$ cat src/rtl/esd_pkg.sv
// ----------------------------------------------------------------------------
// esd_pkg
// Shared types and constants of the escape sequence decoder.
// ----------------------------------------------------------------------------
package esd_pkg;

    // Depth of the result queue. It must hold at least two items, because one
    // input byte can produce two results.
    localparam int unsigned QUEUE_DEPTH = 4;
    localparam int unsigned QUEUE_AW    = $clog2(QUEUE_DEPTH);
    localparam int unsigned QUEUE_CW    = $clog2(QUEUE_DEPTH + 1);

    // Decoder modes.
    typedef enum logic [2:0] {
        MODE_NORMAL   = 3'd0,
        MODE_ESC      = 3'd1,
        MODE_HEX1     = 3'd2,
        MODE_HEX2     = 3'd3,
        MODE_OCT      = 3'd4,
        MODE_HEX2_BAD = 3'd5
    } t_mode;

    // One decoded result item.
    typedef struct packed {
        logic [7:0] out_byte;
        logic       bad_hex_digit;
        logic       last_of_run;
    } t_result;

    // Results of one input byte, handed from the decoder to the queue.
    typedef struct packed {
        logic [1:0] count;
        t_result    res1;
        t_result    res0;
    } t_push;

endpackage

$ cat src/rtl/esd_decode.sv
// ----------------------------------------------------------------------------
// esd_decode
// Escape decode state and the combinational step logic for one input byte.
// ----------------------------------------------------------------------------
module esd_decode (
    input  logic          i_clk,
    input  logic          i_rst_n,
    input  logic          i_accept,
    input  logic [7:0]    i_in_byte,
    input  logic          i_flush,
    output esd_pkg::t_push o_push
);
    import esd_pkg::*;

    localparam logic [7:0] CH_NEWLINE   = 8'h0A;
    localparam logic [7:0] CH_BACKSLASH = 8'h5C;
    localparam logic [7:0] CH_RPAREN    = 8'h29;
    localparam logic [7:0] CH_ZERO      = 8'h30;
    localparam logic [7:0] CH_SEVEN     = 8'h37;
    localparam logic [7:0] CH_NINE      = 8'h39;
    localparam logic [7:0] CH_UPPER_A   = 8'h41;
    localparam logic [7:0] CH_UPPER_F   = 8'h46;
    localparam logic [7:0] CH_UPPER_Z   = 8'h5A;
    localparam logic [7:0] CH_LOWER_A   = 8'h61;
    localparam logic [7:0] CH_LOWER_B   = 8'h62;
    localparam logic [7:0] CH_LOWER_C   = 8'h63;
    localparam logic [7:0] CH_LOWER_E   = 8'h65;
    localparam logic [7:0] CH_LOWER_F   = 8'h66;
    localparam logic [7:0] CH_LOWER_G   = 8'h67;
    localparam logic [7:0] CH_LOWER_N   = 8'h6E;
    localparam logic [7:0] CH_LOWER_R   = 8'h72;
    localparam logic [7:0] CH_LOWER_T   = 8'h74;
    localparam logic [7:0] CH_LOWER_V   = 8'h76;
    localparam logic [7:0] CH_LOWER_X   = 8'h78;

    localparam logic [7:0] VAL_BS  = 8'h08;
    localparam logic [7:0] VAL_CSI = 8'h9B;
    localparam logic [7:0] VAL_ESC = 8'h1B;
    localparam logic [7:0] VAL_FF  = 8'h0C;
    localparam logic [7:0] VAL_BEL = 8'h07;
    localparam logic [7:0] VAL_LF  = 8'h0A;
    localparam logic [7:0] VAL_CR  = 8'h0D;
    localparam logic [7:0] VAL_TAB = 8'h09;
    localparam logic [7:0] VAL_VT  = 8'h0B;

    function automatic logic is_hex(input logic [7:0] b);
        return (b >= CH_ZERO && b <= CH_NINE) || (b >= CH_LOWER_A && b <= CH_LOWER_F)
            || (b >= CH_UPPER_A && b <= CH_UPPER_F);
    endfunction

    function automatic logic [3:0] hex_val(input logic [7:0] b);
        logic [7:0] d;
        d = 8'd0;
        if (b >= CH_ZERO && b <= CH_NINE) begin
            d = b - CH_ZERO;
        end else if (b >= CH_LOWER_A && b <= CH_LOWER_F) begin
            d = b - CH_LOWER_A + 8'd10;
        end else if (b >= CH_UPPER_A && b <= CH_UPPER_F) begin
            d = b - CH_UPPER_A + 8'd10;
        end
        return d[3:0];
    endfunction

    function automatic logic [7:0] to_lower(input logic [7:0] b);
        return (b >= CH_UPPER_A && b <= CH_UPPER_Z) ? b + 8'd32 : b;
    endfunction

    t_mode      r_mode,    n_mode;
    logic [7:0] r_pending, n_pending;
    logic [1:0] r_oct_cnt, n_oct_cnt;

    logic [7:0] c_low;
    logic [1:0] oct_inc;
    logic [7:0] oct_val;
    logic       is_oct;
    t_push      push;

    assign c_low   = to_lower(i_in_byte);
    assign is_oct  = (i_in_byte >= CH_ZERO) && (i_in_byte <= CH_SEVEN);
    assign oct_inc = r_oct_cnt + 2'd1;
    assign oct_val = {r_pending[4:0], 3'b000} + (i_in_byte - CH_ZERO);

    always_comb begin
        n_mode    = r_mode;
        n_pending = r_pending;
        n_oct_cnt = r_oct_cnt;
        push      = '0;

        if (i_flush) begin
            // The end of the string flushes any open escape or digit run.
            case (r_mode)
                MODE_ESC: begin
                    push.count = 2'd1;
                end
                MODE_HEX1: begin
                    push.count              = 2'd1;
                    push.res0.bad_hex_digit = 1'b1;
                end
                MODE_HEX2, MODE_OCT: begin
                    push.count         = 2'd1;
                    push.res0.out_byte = r_pending;
                end
                MODE_HEX2_BAD: begin
                    push.count              = 2'd1;
                    push.res0.out_byte      = r_pending;
                    push.res0.bad_hex_digit = 1'b1;
                end
                default: begin
                end
            endcase
            n_mode    = MODE_NORMAL;
            n_pending = 8'd0;
            n_oct_cnt = 2'd0;
        end else begin
            case (r_mode)
                MODE_ESC: begin
                    n_mode = MODE_NORMAL;
                    case (c_low)
                        CH_NEWLINE: begin
                        end
                        CH_LOWER_B: begin
                            push.count = 2'd1; push.res0.out_byte = VAL_BS;
                        end
                        CH_LOWER_C: begin
                            push.count = 2'd1; push.res0.out_byte = VAL_CSI;
                        end
                        CH_LOWER_E: begin
                            push.count = 2'd1; push.res0.out_byte = VAL_ESC;
                        end
                        CH_LOWER_F: begin
                            push.count = 2'd1; push.res0.out_byte = VAL_FF;
                        end
                        CH_LOWER_G: begin
                            push.count = 2'd1; push.res0.out_byte = VAL_BEL;
                        end
                        CH_LOWER_N: begin
                            push.count = 2'd1; push.res0.out_byte = VAL_LF;
                        end
                        CH_LOWER_R: begin
                            push.count = 2'd1; push.res0.out_byte = VAL_CR;
                        end
                        CH_LOWER_T: begin
                            push.count = 2'd1; push.res0.out_byte = VAL_TAB;
                        end
                        CH_LOWER_V: begin
                            push.count = 2'd1; push.res0.out_byte = VAL_VT;
                        end
                        CH_LOWER_X: begin
                            n_mode = MODE_HEX1;
                        end
                        CH_RPAREN, CH_BACKSLASH: begin
                            push.count         = 2'd2;
                            push.res0.out_byte = CH_BACKSLASH;
                            push.res1.out_byte = c_low;
                        end
                        default: begin
                            if (is_oct) begin
                                n_pending = i_in_byte - CH_ZERO;
                                n_oct_cnt = 2'd1;
                                n_mode    = MODE_OCT;
                            end else begin
                                push.count         = 2'd1;
                                push.res0.out_byte = c_low;
                            end
                        end
                    endcase
                end
                MODE_HEX1: begin
                    // The first digit is always consumed; a bad one counts as zero.
                    n_pending = {4'd0, hex_val(i_in_byte)};
                    n_mode    = is_hex(i_in_byte) ? MODE_HEX2 : MODE_HEX2_BAD;
                end
                MODE_HEX2, MODE_HEX2_BAD: begin
                    push.count              = 2'd1;
                    push.res0.bad_hex_digit = (r_mode == MODE_HEX2_BAD);
                    n_pending               = 8'd0;
                    if (is_hex(i_in_byte)) begin
                        push.res0.out_byte = {r_pending[3:0], hex_val(i_in_byte)};
                        n_mode             = MODE_NORMAL;
                    end else begin
                        // Value first, then the byte as text; a backslash opens an escape.
                        push.res0.out_byte = r_pending;
                        if (i_in_byte == CH_BACKSLASH) begin
                            n_mode = MODE_ESC;
                        end else begin
                            n_mode             = MODE_NORMAL;
                            push.count         = 2'd2;
                            push.res1.out_byte = i_in_byte;
                        end
                    end
                end
                MODE_OCT: begin
                    if (is_oct) begin
                        n_pending = oct_val;
                        n_oct_cnt = oct_inc;
                        if (oct_inc == 2'd3 || oct_inc == 2'd0) begin
                            push.count         = 2'd1;
                            push.res0.out_byte = oct_val;
                            n_mode             = MODE_NORMAL;
                            n_pending          = 8'd0;
                            n_oct_cnt          = 2'd0;
                        end
                    end else begin
                        push.count         = 2'd1;
                        push.res0.out_byte = r_pending;
                        n_pending          = 8'd0;
                        n_oct_cnt          = 2'd0;
                        if (i_in_byte == CH_BACKSLASH) begin
                            n_mode = MODE_ESC;
                        end else begin
                            n_mode             = MODE_NORMAL;
                            push.count         = 2'd2;
                            push.res1.out_byte = i_in_byte;
                        end
                    end
                end
                default: begin
                    if (i_in_byte == CH_BACKSLASH) begin
                        n_mode = MODE_ESC;
                    end else begin
                        n_mode             = MODE_NORMAL;
                        push.count         = 2'd1;
                        push.res0.out_byte = i_in_byte;
                    end
                end
            endcase
        end

        push.res0.last_of_run = (push.count == 2'd1);
        push.res1.last_of_run = (push.count == 2'd2);
    end

    always_ff @(posedge i_clk) begin
        if (!i_rst_n) begin
            r_mode    <= MODE_NORMAL;
            r_pending <= 8'd0;
            r_oct_cnt <= 2'd0;
        end else if (i_accept) begin
            r_mode    <= n_mode;
            r_pending <= n_pending;
            r_oct_cnt <= n_oct_cnt;
        end
    end

    assign o_push = push;

    a_flush_clears: assert property (@(posedge i_clk) disable iff (!i_rst_n)
        (i_accept && i_flush) |=> (r_mode == MODE_NORMAL && r_pending == 8'd0
                                   && r_oct_cnt == 2'd0))
        else $error("decoder state not cleared after flush");

    a_oct_cnt_only_in_oct: assert property (@(posedge i_clk) disable iff (!i_rst_n)
        (r_mode != MODE_OCT) |-> (r_oct_cnt == 2'd0))
        else $error("octal digit count set outside octal mode");

    a_pending_idle_zero: assert property (@(posedge i_clk) disable iff (!i_rst_n)
        (r_mode == MODE_NORMAL || r_mode == MODE_ESC || r_mode == MODE_HEX1)
            |-> (r_pending == 8'd0))
        else $error("pending value left over outside a digit run");

endmodule

$ cat src/rtl/esd_outq.sv
// ----------------------------------------------------------------------------
// esd_outq
// Small result queue: takes up to two results per cycle, gives one per cycle while the reader is ready.
// ----------------------------------------------------------------------------
module esd_outq (
    input  logic            i_clk,
    input  logic            i_rst_n,
    input  logic            i_push_en,
    input  esd_pkg::t_push  i_push,
    output logic            o_room,
    output logic            o_valid,
    input  logic            i_ready,
    output esd_pkg::t_result o_result
);
    import esd_pkg::*;

    t_result               r_mem [QUEUE_DEPTH];
    logic [QUEUE_AW-1:0]   r_wr_ptr, n_wr_ptr;
    logic [QUEUE_AW-1:0]   r_rd_ptr, n_rd_ptr;
    logic [QUEUE_CW-1:0]   r_count,  n_count;
    logic [QUEUE_AW-1:0]   wr_ptr_b;
    logic [1:0]            push_n;
    logic                  pop;

    assign push_n   = i_push_en ? i_push.count : 2'd0;
    assign pop      = o_valid && i_ready;
    assign wr_ptr_b = r_wr_ptr + QUEUE_AW'(1);

    // Room for two more results, whatever this cycle's input byte turns into.
    assign o_room  = (r_count <= QUEUE_CW'(QUEUE_DEPTH - 2));
    assign o_valid = (r_count != '0);
    assign o_result = r_mem[r_rd_ptr];

    always_comb begin
        n_wr_ptr = r_wr_ptr + QUEUE_AW'(push_n);
        n_rd_ptr = r_rd_ptr + QUEUE_AW'(pop);
        n_count  = r_count + QUEUE_CW'(push_n) - QUEUE_CW'(pop);
    end

    always_ff @(posedge i_clk) begin
        if (push_n != 2'd0) begin
            r_mem[r_wr_ptr] <= i_push.res0;
        end
        if (push_n == 2'd2) begin
            r_mem[wr_ptr_b] <= i_push.res1;
        end
    end

    always_ff @(posedge i_clk) begin
        if (!i_rst_n) begin
            r_wr_ptr <= '0;
            r_rd_ptr <= '0;
            r_count  <= '0;
        end else begin
            r_wr_ptr <= n_wr_ptr;
            r_rd_ptr <= n_rd_ptr;
            r_count  <= n_count;
        end
    end

    a_no_overflow: assert property (@(posedge i_clk) disable iff (!i_rst_n)
        r_count <= QUEUE_CW'(QUEUE_DEPTH))
        else $error("result queue overflow");

    a_push_has_room: assert property (@(posedge i_clk) disable iff (!i_rst_n)
        (push_n != 2'd0) |-> o_room)
        else $error("results pushed without room");

    a_pop_drains: assert property (@(posedge i_clk) disable iff (!i_rst_n)
        (pop && push_n == 2'd0) |=> (r_count == $past(r_count) - QUEUE_CW'(1)))
        else $error("queue count wrong after pop");

endmodule

$ cat src/rtl/escape_sequence_decoder.sv
// ----------------------------------------------------------------------------
// escape_sequence_decoder
// Backslash escape decoder for a byte stream, one text byte per item.
// ----------------------------------------------------------------------------
// The block takes one input item per clock cycle while the queue has room
// and decodes it in that cycle into zero, one or two result items, which
// go into a four-entry result queue. The output side gives one result per
// cycle while the reader is ready, so a stream in which every byte yields
// at most one result runs at one item per cycle; a byte that yields two
// results (an escaped backslash or parenthesis, or a byte other than a
// backslash that cuts a hex or octal digit run short) needs two output
// transfers. Input is taken whenever the queue has room for two results.
module escape_sequence_decoder (
    input  logic       i_clk,
    input  logic       i_rst_n,
    input  logic       i_valid,
    output logic       o_ready,
    input  logic [7:0] i_in_byte,
    input  logic       i_flush,
    output logic       o_valid,
    input  logic       i_ready,
    output logic [7:0] o_out_byte,
    output logic       o_bad_hex_digit,
    output logic       o_last_of_run
);
    import esd_pkg::*;

    t_push   push;
    t_result result;
    logic    room;
    logic    accept;

    assign o_ready = room;
    assign accept  = i_valid && room;

    esd_decode u_decode (
        .i_clk     (i_clk),
        .i_rst_n   (i_rst_n),
        .i_accept  (accept),
        .i_in_byte (i_in_byte),
        .i_flush   (i_flush),
        .o_push    (push)
    );

    esd_outq u_outq (
        .i_clk     (i_clk),
        .i_rst_n   (i_rst_n),
        .i_push_en (accept),
        .i_push    (push),
        .o_room    (room),
        .o_valid   (o_valid),
        .i_ready   (i_ready),
        .o_result  (result)
    );

    assign o_out_byte      = result.out_byte;
    assign o_bad_hex_digit = result.bad_hex_digit;
    assign o_last_of_run   = result.last_of_run;

endmodule
$ cat config.mk
export PLATFORM = sky130hd
export DESIGN_NAME = escape_sequence_decoder
export DESIGN_NICKNAME = d
export VERILOG_FILES = /design/src/rtl/esd_pkg.sv /design/src/rtl/esd_decode.sv /design/src/rtl/esd_outq.sv /design/src/rtl/escape_sequence_decoder.sv
export SDC_FILE = /design/constraint.sdc
export NUM_CORES = 1
export LEC_CHECK = 0
export BUFFER_PORTS_ARGS = -buffer_cell sky130_fd_sc_hd__clkbuf_2
export CAP_MARGIN = 20
export CORE_ASPECT_RATIO = 0.9
export CORE_MARGIN = 4
export CORE_UTILIZATION = 40
export CTS_BUF_LIST = sky130_fd_sc_hd__clkbuf_8 sky130_fd_sc_hd__clkbuf_16
export CTS_CLUSTER_DIAMETER = 60
export DETAILED_ROUTE_END_ITERATION = 6
export GPL_ROUTABILITY_DRIVEN = 0
export GPL_TIMING_DRIVEN = 0
export SYNTH_ARGS = -nofsm -noshare
export SYNTH_HDL_FRONTEND = slang
export SYNTH_SLANG_ARGS = --single-unit
$ cat constraint.sdc
create_clock -name i_clk -period 4.2 [get_ports i_clk]
set_input_delay 0.63 -clock i_clk [delete_from_list [all_inputs] [get_ports i_clk]]
set_output_delay 0.63 -clock i_clk [all_outputs]
set_load 0.1 [all_outputs]
==> flow_metrics.py, run 1 <==
metrics = {
    "status": {
        "status": "finished clean",
    },
    "synth": {
        "synth_area_mm2": 0.005055,
        "synth.distinct_cells": 86,
        "synth_top_area_share_pct": 21.39,
        "synth_edf_count": 36,
        "ys_ff_latch": 60,
        "synth_cells": 566,
        "yosys-top-cells-count": "46 x nor2_1, 44 x a21oi_1, 44 x nand2_1",
        "synth.area.top_cells": "edfxtp_1 21%, dfxtp_1 9.5%, ha_1 5.7%",
        "syn_nets": 604,
        "ys_async_sr_fraction_pct": 0,
        "ys_warn_count": 0,
        "syn_area_per_cell_um2": 8.931,
        "synth.most_common_cell": "nor2_1",
        "synthFlopType": "edfxtp_1",
        "synth_top_area_cell": "edfxtp_1",
        "seq_area_frac_synth_pct": 30.89,
    },
    "worst_setup_path": {
        "path_buf_inv": 6,
        "slowest_delay_ns": 0.53,
        "worstSetupPathType": "input pin to register",
        "cpLargestDelayFamily": "compound AO/OA/AOI/OAI gates",
        "cp.arrival_ns": 4.28,
        "critPathCaptureType": "register",
        "crit_start": "i_in_byte[1]",
        "r2r-start": "u_decode.r_mode[2]$_SDFFE_PN0P_",
        "crit_required_ns": 4.39,
        "worst_setup_path_start_kind": "input pin",
        "cp_max_fo": 10,
        "crit_chain": "clkbuf_4 > buf_8 > clkinvlp_4 > buf_4 > ha_4 > or4b_4 > a311o_2 > o221ai_4 > nand4_1 > a211oi_4 > o41a_1 > buf_6 > inv_2 > ha_1 > fa_1 > xnor2_1 > nor2_1",
        "slowest_stage": "or4b_4",
    },
    "global_routing": {
        "grt_start_max_net_pins": 12,
        "grt-ovfl-total": 0,
        "grt_pass1_vias": 4766,
        "grt_pass1_wl_um": 25160,
        "antenna_found_initial": 0,
        "grt_use_total_pct": 21.55,
    },
    "routing": {
        "vias": 4999,
        "drtIter0Drc": 670,
        "ant_nets": 0,
        "route.detailed.drc": 0,
        "wire_per_inst_um": 20.43,
        "drtPass1Iterations": 7,
        "drt-vias-per-instance": 6.425,
        "wl_um": 15900,
    },
    "sta": {
        "timing.fmax_ghz": 0.2444,
        "finalMaxSlewViolations": 0,
        "skew_ns": 0.006110,
        "fin_ws_ns": 0.1077,
        "fin_tns_setup_ns": 0,
        "post-route-period-util_pct": 97.43,
        "tightest_slew_ns": 0.8737,
        "finalCriticalPeriod_ns": 4.092,
        "max-slew-margin-rel_pct": 41.75,
        "finalSetupViolCount": 0,
        "hold_violations": 0,
    },
    "clock_network": {
        "clock_latency_ns": 0.33,
        "cts-htree-levels": 3,
        "numCtsBuffers": 9,
        "holdBufCountCts": 0,
        "clockRootBuffer": "clkbuf_16",
        "cts.sinks": 60,
        "cts_tree": "done",
        "clkSlewWorstSetupHoldPaths_ns": 0.05,
        "cts.path.max_buffers": 2,
    },
    "hold_path": {
        "worstHoldPathType": "register to register",
        "hold_path.startpoint": "u_outq.r_mem[2][1]$_SDFFE_PP0P_",
    },
    "power": {
        "power.leakage_nw": 2.146,
        "net-switching-power_uw": 922.6,
        "p_per_area_mw_per_mm2": 389.8,
        "comb_power_share_pct": 36.9,
        "ir_worst_vdd_uv": 221.6,
        "p_int_mw": 1.412,
        "fin_total_pwr_mw": 2.335,
        "p_clk_share_pct": 33.7,
        "switching_share_pct": 39.51,
        "seq_power_share_pct": 29.4,
    },
    "placed_design": {
        "port-buffer-count": 23,
        "placed_area_mm2": 0.005370,
        "hpwl_um": 12060,
        "pre_cts_ws_ns": -0.9830,
        "placed_cells": 749,
    },
    "die": {
        "fp.dieH_um": 114.6,
        "start_util_pct": 41.37,
        "die_w_um": 126.5,
        "die-area_mm2": 0.01450,
        "rows": 38,
        "core_area_mm2": 0.01222,
        "io_pins": 25,
    },
    "final_layout": {
        "finalNetCount": 651,
        "diodes": 0,
        "fill_cells": 1172,
        "syn_to_final_growth_pct": 18.49,
        "stdcell_area_mm2": 0.005989,
        "layout.cells.non_filler": 778,
        "final_layout_size_suffix_gt1_share_pct": 19.58,
        "multi_input_area_mm2": 0.003455,
        "seq_area_mm2": 0.001562,
    },
    "flow_run": {
        "cap_viol_max_count": 0,
    },
}
## area by class of cell
| cell class | count | share of cell area, % |
|---|---|---|
| multi-input combinational | 453 | 57.68 |
| sequential | 60 | 26.07 |
| clock buffer | 9 | 3.760 |
| timing repair buffer | 36 | 3.593 |
| tap | 160 | 3.342 |
| buffer | 32 | 2.632 |
| clock inverter | 7 | 1.546 |
| inverter | 21 | 1.379 |
## worst paths after layout
check,to,slack (ns),cells after the start
max reg2reg,u_outq.r_count[1]$_SDFF_PN0_,0.87,12
min reg2reg,u_outq.r_mem[2][1]$_SDFFE_PP0P_,0.46,2
max,u_outq.r_count[2]$_SDFF_PN0_,0.11,17
min,u_outq.r_mem[2][1]$_SDFFE_PP0P_,0.46,2
## through the flow
| step | hold slack, ns | util [%] |
|---|---|---|
| final | 0.4593 | 49.02 |
| after global routing | 0.4953 | 49.02 |
| after CTS | 0.4646 | 47.53 |
| after detailed placement | 0.4574 | 43.95 |
| after global placement | 0.4500 | 43.95 |
| after floorplan | 0.4353 | - |
## cells by family (layout without fill, tap and decap cells)
group	after synthesis	count (layout)	synth area share (%)
adder cells (fa/ha/maj)	25	25	6.485
flip-flops	60	60	30.89
multiplexers	18	18	6.064
AND/OR/NAND/NOR	185	185	19.06
AO/OA/AOI/OAI	210	210	30.45
buffers and inverters	53	105	4.183
XOR/XNOR	15	15	2.871
## registers in the layout, indices dropped and copies added, names as in the netlist
register	cells
u_outq.r_mem	40
u_outq.r_count	3
u_decode.r_oct_cnt	2
u_decode.r_pending	8
u_outq.r_rd_ptr	2
u_outq.r_wr_ptr	2
u_decode.r_mode	3
## metal layers
layer	wire length, um	vias up	global-route usage, %	share of wire [%]
met5	0	-	0	0
met4	348	0	6.719	2.2
met3	1125	45	3.638	7.1
met2	7415	253	35.16	47
met1	7006	2408	29.32	44
li1	-	2293	-	-
## tightest hold or removal path, delay by kind of cell (launching register included)
family / cells / cell delay, ns
flops: 1 / 0.30
simple gates: 1 / 0.05
mux: 1 / 0.06
## power groups by stage
stage          Clock [mW]  Sequential [mW]  Combinational, mW
6_report            0.787            0.686              0.861
4_1_cts             0.796            0.686              0.845
3_3_place_gp            0            0.697              0.821
2_1_floorplan           0            0.689              0.692
3_5_place_dp            0            0.698              0.834
5_1_grt             0.825            0.690              0.922
## timing repair
| item | CTS | global route |
|---|---|---|
| endpoints found under the setup margin | 78 | 64 |
| buffers inserted | 5 | 8 |
| resized for setup | 18 | 28 |
| endpoints found under the hold margin | 0 | 0 |
| pin swaps | 5 | 10 |
## cells in the final DEF (no fill, tap or decap), types with 4 or more instances in the layout
cell type / n
buf_4: 15
o221ai_1: 8
a211oi_1: 6
o22ai_1: 12
or3_1: 5
o21ai_0: 29
nand2b_1: 8
nor3b_1: 4
a22oi_1: 9
buf_2: 4
o211ai_1: 7
nand3_1: 9
nand4_1: 4
nor2_1: 46
inv_1: 18
xnor2_1: 9
mux4_2: 10
a21o_1: 5
edfxtp_1: 36
nor3_1: 9
dfxtp_1: 24
or2_2: 4
a22o_1: 26
clkbuf_1: 19
xor2_1: 5
nor2b_1: 6
ha_1: 21
nand2_1: 43
clkbuf_2: 24
and2_1: 13
o21ai_2: 8
a21oi_1: 44
clkbuf_16: 9
and3_1: 5
mux2i_1: 7
nor4_1: 4
No activity file was read; power rests on OpenSTA's default activity.
==> inputs of run 2 (changes only) <==
- PLACE_DENSITY: not set -> 0.7
==> run 2 against run 1 <==
Global-route usage is 0.10 points higher. Critical path type unchanged. Hold slack got worse by 0.0038 ns. Worst setup slack lost 0.026 ns. Core utilization shrank 0.80 points. Cell count unchanged. The run now ends with DRC left. Clock power down 13%. Critical endpoint is now u_outq.r_mem[0][5]$_DFFE_PP_. Sequential power barely moved.
==> flow_metrics.py, run 2 (same netlist as run 1, synthesis figures left out) <==
metrics = {
    "status": {
        "status": "complete, but fails checks",
        "violations": "DRC",
    },
    "sta": {
        "holdWs_ns": 0.4554,
        "skew_ns": 0.005904,
        "hold_violations": 0,
        "post-route-period-util_pct": 98.06,
        "finalCriticalPeriod_ns": 4.118,
        "tightest_slew_ns": 0.8413,
        "finalSetupViolCount": 0,
        "timing.fmax_ghz": 0.2428,
        "finalMaxSlewViolations": 0,
        "max-slew-margin-rel_pct": 43.91,
    },
    "final_layout": {
        "syn_to_final_growth_pct": 16.56,
        "reg.largest.list": "u_outq.r_mem x40, u_decode.r_pending x8",
        "final_layout_size_suffix_gt1_share_pct": 19.09,
        "utilization_pct": 48.22,
        "diodes": 0,
        "finalNetCount": 651,
        "layout.cells.non_filler": 778,
        "final_common_cell": "nor2_1",
        "final_cell_mix": "46 x nor2_1, 44 x a21oi_1, 42 x nand2_1",
        "stdcell_area_mm2": 0.005892,
        "top_register": "u_outq.r_mem",
        "largest_reg_flops": 40,
    },
    "die": {
        "rows": 38,
        "core_area_mm2": 0.01222,
        "start_util_pct": 41.37,
        "die-area_mm2": 0.01450,
        "die_w_um": 126.5,
        "io_pins": 25,
        "fp.dieH_um": 114.6,
    },
    "global_routing": {
        "grt-ovfl-total": 0,
        "grt_start_max_net_pins": 13,
        "grt_pass1_vias": 4840,
        "grt_pass1_wl_um": 25350,
        "grt_use_total_pct": 21.65,
        "antenna_found_initial": 0,
    },
    "worst_setup_path": {
        "cp_max_fo": 10,
        "slowest_delay_ns": 0.52,
        "cp.arrival_ns": 4.20,
        "reg2reg_slack_ns": 0.85,
        "worst_setup_path_start_kind": "input pin",
        "cpMostUsedCell": "clkbuf_2",
        "path_buf_inv": 4,
        "crit_chain": "clkbuf_2 > clkbuf_2 > inv_1 > ha_1 > nor4bb_1 > a32o_1 > nor2_1 > a41oi_1 > nor2_2 > buf_4 > o211ai_1 > o21ai_2 > a22o_1",
        "critPathCaptureType": "register",
        "crit_required_ns": 4.28,
        "slowest_stage": "nor4bb_1",
        "cpLargestDelayFamily": "compound AO/OA/AOI/OAI gates",
        "worstSetupPathType": "input pin to register",
    },
    "clock_network": {
        "clock_latency_ns": 0.33,
        "clkSlewWorstSetupHoldPaths_ns": 0.05,
        "cts.sinks": 60,
        "clockRootBuffer": "clkbuf_16",
        "cts_tree": "done",
        "numCtsBuffers": 9,
        "cts-htree-levels": 3,
        "cts.path.max_buffers": 2,
        "holdBufCountCts": 0,
    },
    "routing": {
        "wire_per_inst_um": 20.21,
        "wl_um": 15720,
        "vias": 5064,
        "ant_nets": 0,
        "drtPass1Iterations": 7,
        "route.detailed.drc": 2,
        "drtIter0Drc": 741,
        "drt-vias-per-instance": 6.509,
    },
    "placed_design": {
        "placed_area_mm2": 0.005370,
        "port-buffer-count": 23,
        "hpwl_um": 11790,
        "placed_cells": 749,
    },
    "power": {
        "fin_total_pwr_mw": 2.227,
        "power.leakage_nw": 2.119,
        "ir_worst_vdd_uv": 216.3,
        "p_per_area_mw_per_mm2": 378.0,
    },
    "hold_path": {
        "worstHoldPathType": "register to register",
    },
    "flow_run": {
        "cap_viol_max_count": 0,
    },
}
-- run 2: cell count changes in the layout (fill, tap and decap cells not counted), sizes merged --
cell,delta
inv,-1
bufinv,-2
clkinv,+3
-- run 2: worst min-delay path, cell delays in order, from the launching register on --
cell     delay (ns)
dfxtp_1        0.30
nand2_1        0.05
mux2i_1        0.05
-- run 2: area by class of cell --
type                       instances  area (um^2)
fill                            1135         6327
multi-input combinational        453         3395
sequential                        60         1562
clock buffer                       9        225.2
timing repair buffer              36        215.2
tap                              160        200.2
buffer                            32        156.4
inverter                          21        86.33
clock inverter                     7        52.55
-- run 2: worst paths after layout --
check                                   from                         endpoint  depth (start not counted)
max reg2reg  u_decode.r_mode[2]$_SDFFE_PN0P_     u_outq.r_count[2]$_SDFF_PN0_                         13
min reg2reg  u_outq.r_mem[0][1]$_SDFFE_PP0P_  u_outq.r_mem[0][1]$_SDFFE_PP0P_                          2
max                             i_in_byte[6]     u_outq.r_mem[0][5]$_DFFE_PP_                         13
min          u_outq.r_mem[0][1]$_SDFFE_PP0P_  u_outq.r_mem[0][1]$_SDFFE_PP0P_                          2
-- run 2: repair_timing --
action / 4_1_cts / 5_1_grt
pin swaps: 5 / 7
setup endpoints to repair: 78 / 53
gates resized for setup: 18 / 22
cloned: 0 / 0
setup buffers: 3 / 10
-- run 2: per-stage QoR --
| step | TNS (ns) | setup WS (ns) |
|---|---|---|
| after global placement | -45.13 | -0.8647 |
| after CTS | -0.01384 | -0.01384 |
| after global routing | -0.03984 | -0.02372 |
| after detailed placement | -51.47 | -0.9343 |
| final | 0 | 0.08166 |
| after floorplan | 0 | 0.08192 |
-- run 2: routing by layer --
layer / up-vias / share of wire (%) / track usage (%)
li1: 2291 / - / -
met1: 2406 / 42 / 29.16
met2: 316 / 46 / 35.30
met3: 51 / 9.3 / 4.851
met4: 0 / 2.8 / 5.718
met5: - / 0 / 0
-- run 2: report_power, final --
group	internal [mW]	leakage (nW)	total (mW)	switching (mW)
Combinational	0.233	1.45	0.858	0.625
Clock	0.401	0.136	0.683	0.282
Sequential	0.661	0.535	0.686	0.0250
Total	1.30	2.12	2.23	0.932
==> inputs of run 3 (changes only) <==
- RECOVER_POWER: not set -> 50
==> run 3 against run 2 <==
Clock skew about the same. Hold slack about the same. Critical path depth unchanged. Global-route usage unchanged. The run now ends clean. Combinational power decreased by 1%.
==> flow_metrics.py, run 3 (same netlist as run 1, synthesis figures left out) <==
metrics = {
    "sta": {
        "skew_ns": 0.005967,
        "finalSetupViolCount": 0,
        "max-slew-margin-rel_pct": 21.82,
        "post-route-period-util_pct": 97.53,
        "tightest_slew_ns": 1.178,
        "fin_ws_ns": 0.1039,
        "finalMaxSlewViolations": 0,
        "timing.fmax_ghz": 0.2441,
        "finalCriticalPeriod_ns": 4.096,
        "hold_violations": 0,
    },
    "worst_setup_path": {
        "r2r-start": "u_decode.r_mode[2]$_SDFFE_PN0P_",
        "r2r_end": "u_outq.r_count[2]$_SDFF_PN0_",
        "cp.arrival_ns": 4.17,
        "cp_max_fo": 10,
        "worst_setup_path_start_kind": "input pin",
        "worstSetupPathType": "input pin to register",
        "critPathCaptureType": "register",
        "reg2reg_slack_ns": 0.86,
        "ff2ff_path_depth": 13,
        "crit_required_ns": 4.28,
    },
    "global_routing": {
        "grt_pass1_wl_um": 25350,
        "grt-ovfl-total": 0,
        "grt_use_total_pct": 21.65,
        "grt_start_max_net_pins": 13,
        "grt_pass1_vias": 4840,
        "antenna_found_initial": 0,
    },
    "clock_network": {
        "cts_tree": "done",
        "cts-htree-levels": 3,
        "numCtsBuffers": 9,
        "clock_latency_ns": 0.33,
        "clockRootBuffer": "clkbuf_16",
        "clkSlewWorstSetupHoldPaths_ns": 0.05,
        "cts.sinks": 60,
        "cts.path.max_buffers": 2,
    },
    "final_layout": {
        "top_register": "u_outq.r_mem",
        "final_common_cell": "nor2_1",
        "final_cell_mix": "46 x nor2_1, 44 x a21oi_1, 42 x nand2_1",
        "finalNetCount": 651,
        "final_layout_size_suffix_gt1_share_pct": 17.15,
        "largest_reg_flops": 40,
        "stdcell_area_mm2": 0.005877,
        "fill_cells": 1140,
        "syn_to_final_growth_pct": 16.26,
        "diodes": 0,
        "reg.largest.list": "u_outq.r_mem x40, u_decode.r_pending x8",
    },
    "placed_design": {
        "hpwl_um": 11790,
        "pre_cts_ws_ns": -0.9343,
        "placed_area_mm2": 0.005370,
        "port-buffer-count": 23,
    },
    "routing": {
        "wl_um": 15740,
        "drtPass1Iterations": 6,
        "ant_nets": 0,
        "drtIter0Drc": 745,
        "vias": 5083,
        "wire_per_inst_um": 20.23,
        "route.detailed.drc": 0,
        "drt-vias-per-instance": 6.533,
    },
    "power": {
        "ir_worst_vdd_uv": 215.9,
        "p_per_area_mw_per_mm2": 377.3,
        "power.leakage_nw": 2.082,
    },
    "die": {
        "io_pins": 25,
        "start_util_pct": 41.37,
        "die_w_um": 126.5,
        "fp.dieH_um": 114.6,
        "core_area_mm2": 0.01222,
        "rows": 38,
        "die-area_mm2": 0.01450,
    },
    "hold_path": {
        "hold-path-endpoint": "u_outq.r_mem[0][1]$_SDFFE_PP0P_",
        "worstHoldPathType": "register to register",
        "min_path_cells": 2,
        "hold_path.startpoint": "u_outq.r_mem[0][1]$_SDFFE_PP0P_",
    },
    "flow_run": {
        "cap_viol_max_count": 0,
    },
    "status": {
        "status": "finished clean",
    },
}
[run 3: how the worst max path moves through the flow]
stage                 startpoint                            to  slack (ns)  cells after the start
floorplan           i_in_byte[1]  u_outq.r_count[2]$_SDFF_PN0_        0.08                     14
global placement    i_in_byte[1]  u_outq.r_count[2]$_SDFF_PN0_       -0.86                     15
detailed placement  i_in_byte[1]  u_outq.r_count[2]$_SDFF_PN0_       -0.93                     15
CTS                 i_in_byte[1]  u_outq.r_count[2]$_SDFF_PN0_       -0.01                     16
global route        i_in_byte[1]  u_outq.r_count[2]$_SDFF_PN0_       -0.02                     15
finish              i_in_byte[6]  u_outq.r_mem[0][5]$_DFFE_PP_        0.10                     13
[run 3: metrics by stage]
step           hold WS, ns  util [%]   TNS, ns  power [mW]  std cells
4_1_cts             0.4590     47.15  -0.01384       2.224        768
2_1_floorplan       0.4353         -         0       1.381        566
5_1_grt             0.4863     48.10  -0.03984       2.322        778
3_5_place_dp        0.4515     43.95    -51.47       1.537        749
3_3_place_gp        0.4514     43.95    -45.13       1.515        749
6_report            0.4557     48.10         0       2.217        778
[run 3: per-layer routing]
metal	GRT usage (%)	share of wire, %	vias up	routed length, um
li1	-	-	2291	-
met1	29.16	41	2415	6509
met2	35.30	46	331	7267
met3	4.851	10	46	1591
met4	5.718	2.3	0	369
met5	0	0	-	0
[run 3: area by class of cell]
type / count / area [um^2] / area share [%]
buffer: 32 / 156.4 / 2.661
clock buffer: 9 / 225.2 / 3.832
clock inverter: 7 / 52.55 / 0.8942
inverter: 21 / 86.33 / 1.469
multi-input combinational: 453 / 3395 / 57.76
sequential: 60 / 1562 / 26.57
tap: 160 / 200.2 / 3.406
timing repair buffer: 36 / 200.2 / 3.406
[run 3: critical path: stages]
cell	delay, ns
clkbuf_2	0.17
clkbuf_2	0.26
inv_1	0.18
ha_1	0.18
nor4bb_1	0.52
a32o_1	0.48
nor2_1	0.19
a41oi_1	0.32
nor2_2	0.11
buf_4	0.16
o211ai_1	0.45
o21ai_2	0.22
a22o_1	0.28
[run 3: power by group]
part,leakage (nW),switching [mW],internal (mW),total (mW)
Sequential,0.535,0.0250,0.661,0.686
Clock,0.136,0.282,0.401,0.683
Combinational,1.41,0.626,0.222,0.848
[run 3: repair_timing]
| item | in CTS | in global routing |
|---|---|---|
| gates resized for setup | 18 | 22 |
| hold buffers | 0 | 0 |
| buffers inserted | 3 | 10 |
| setup endpoints to repair | 78 | 53 |
| pin swaps | 5 | 7 |
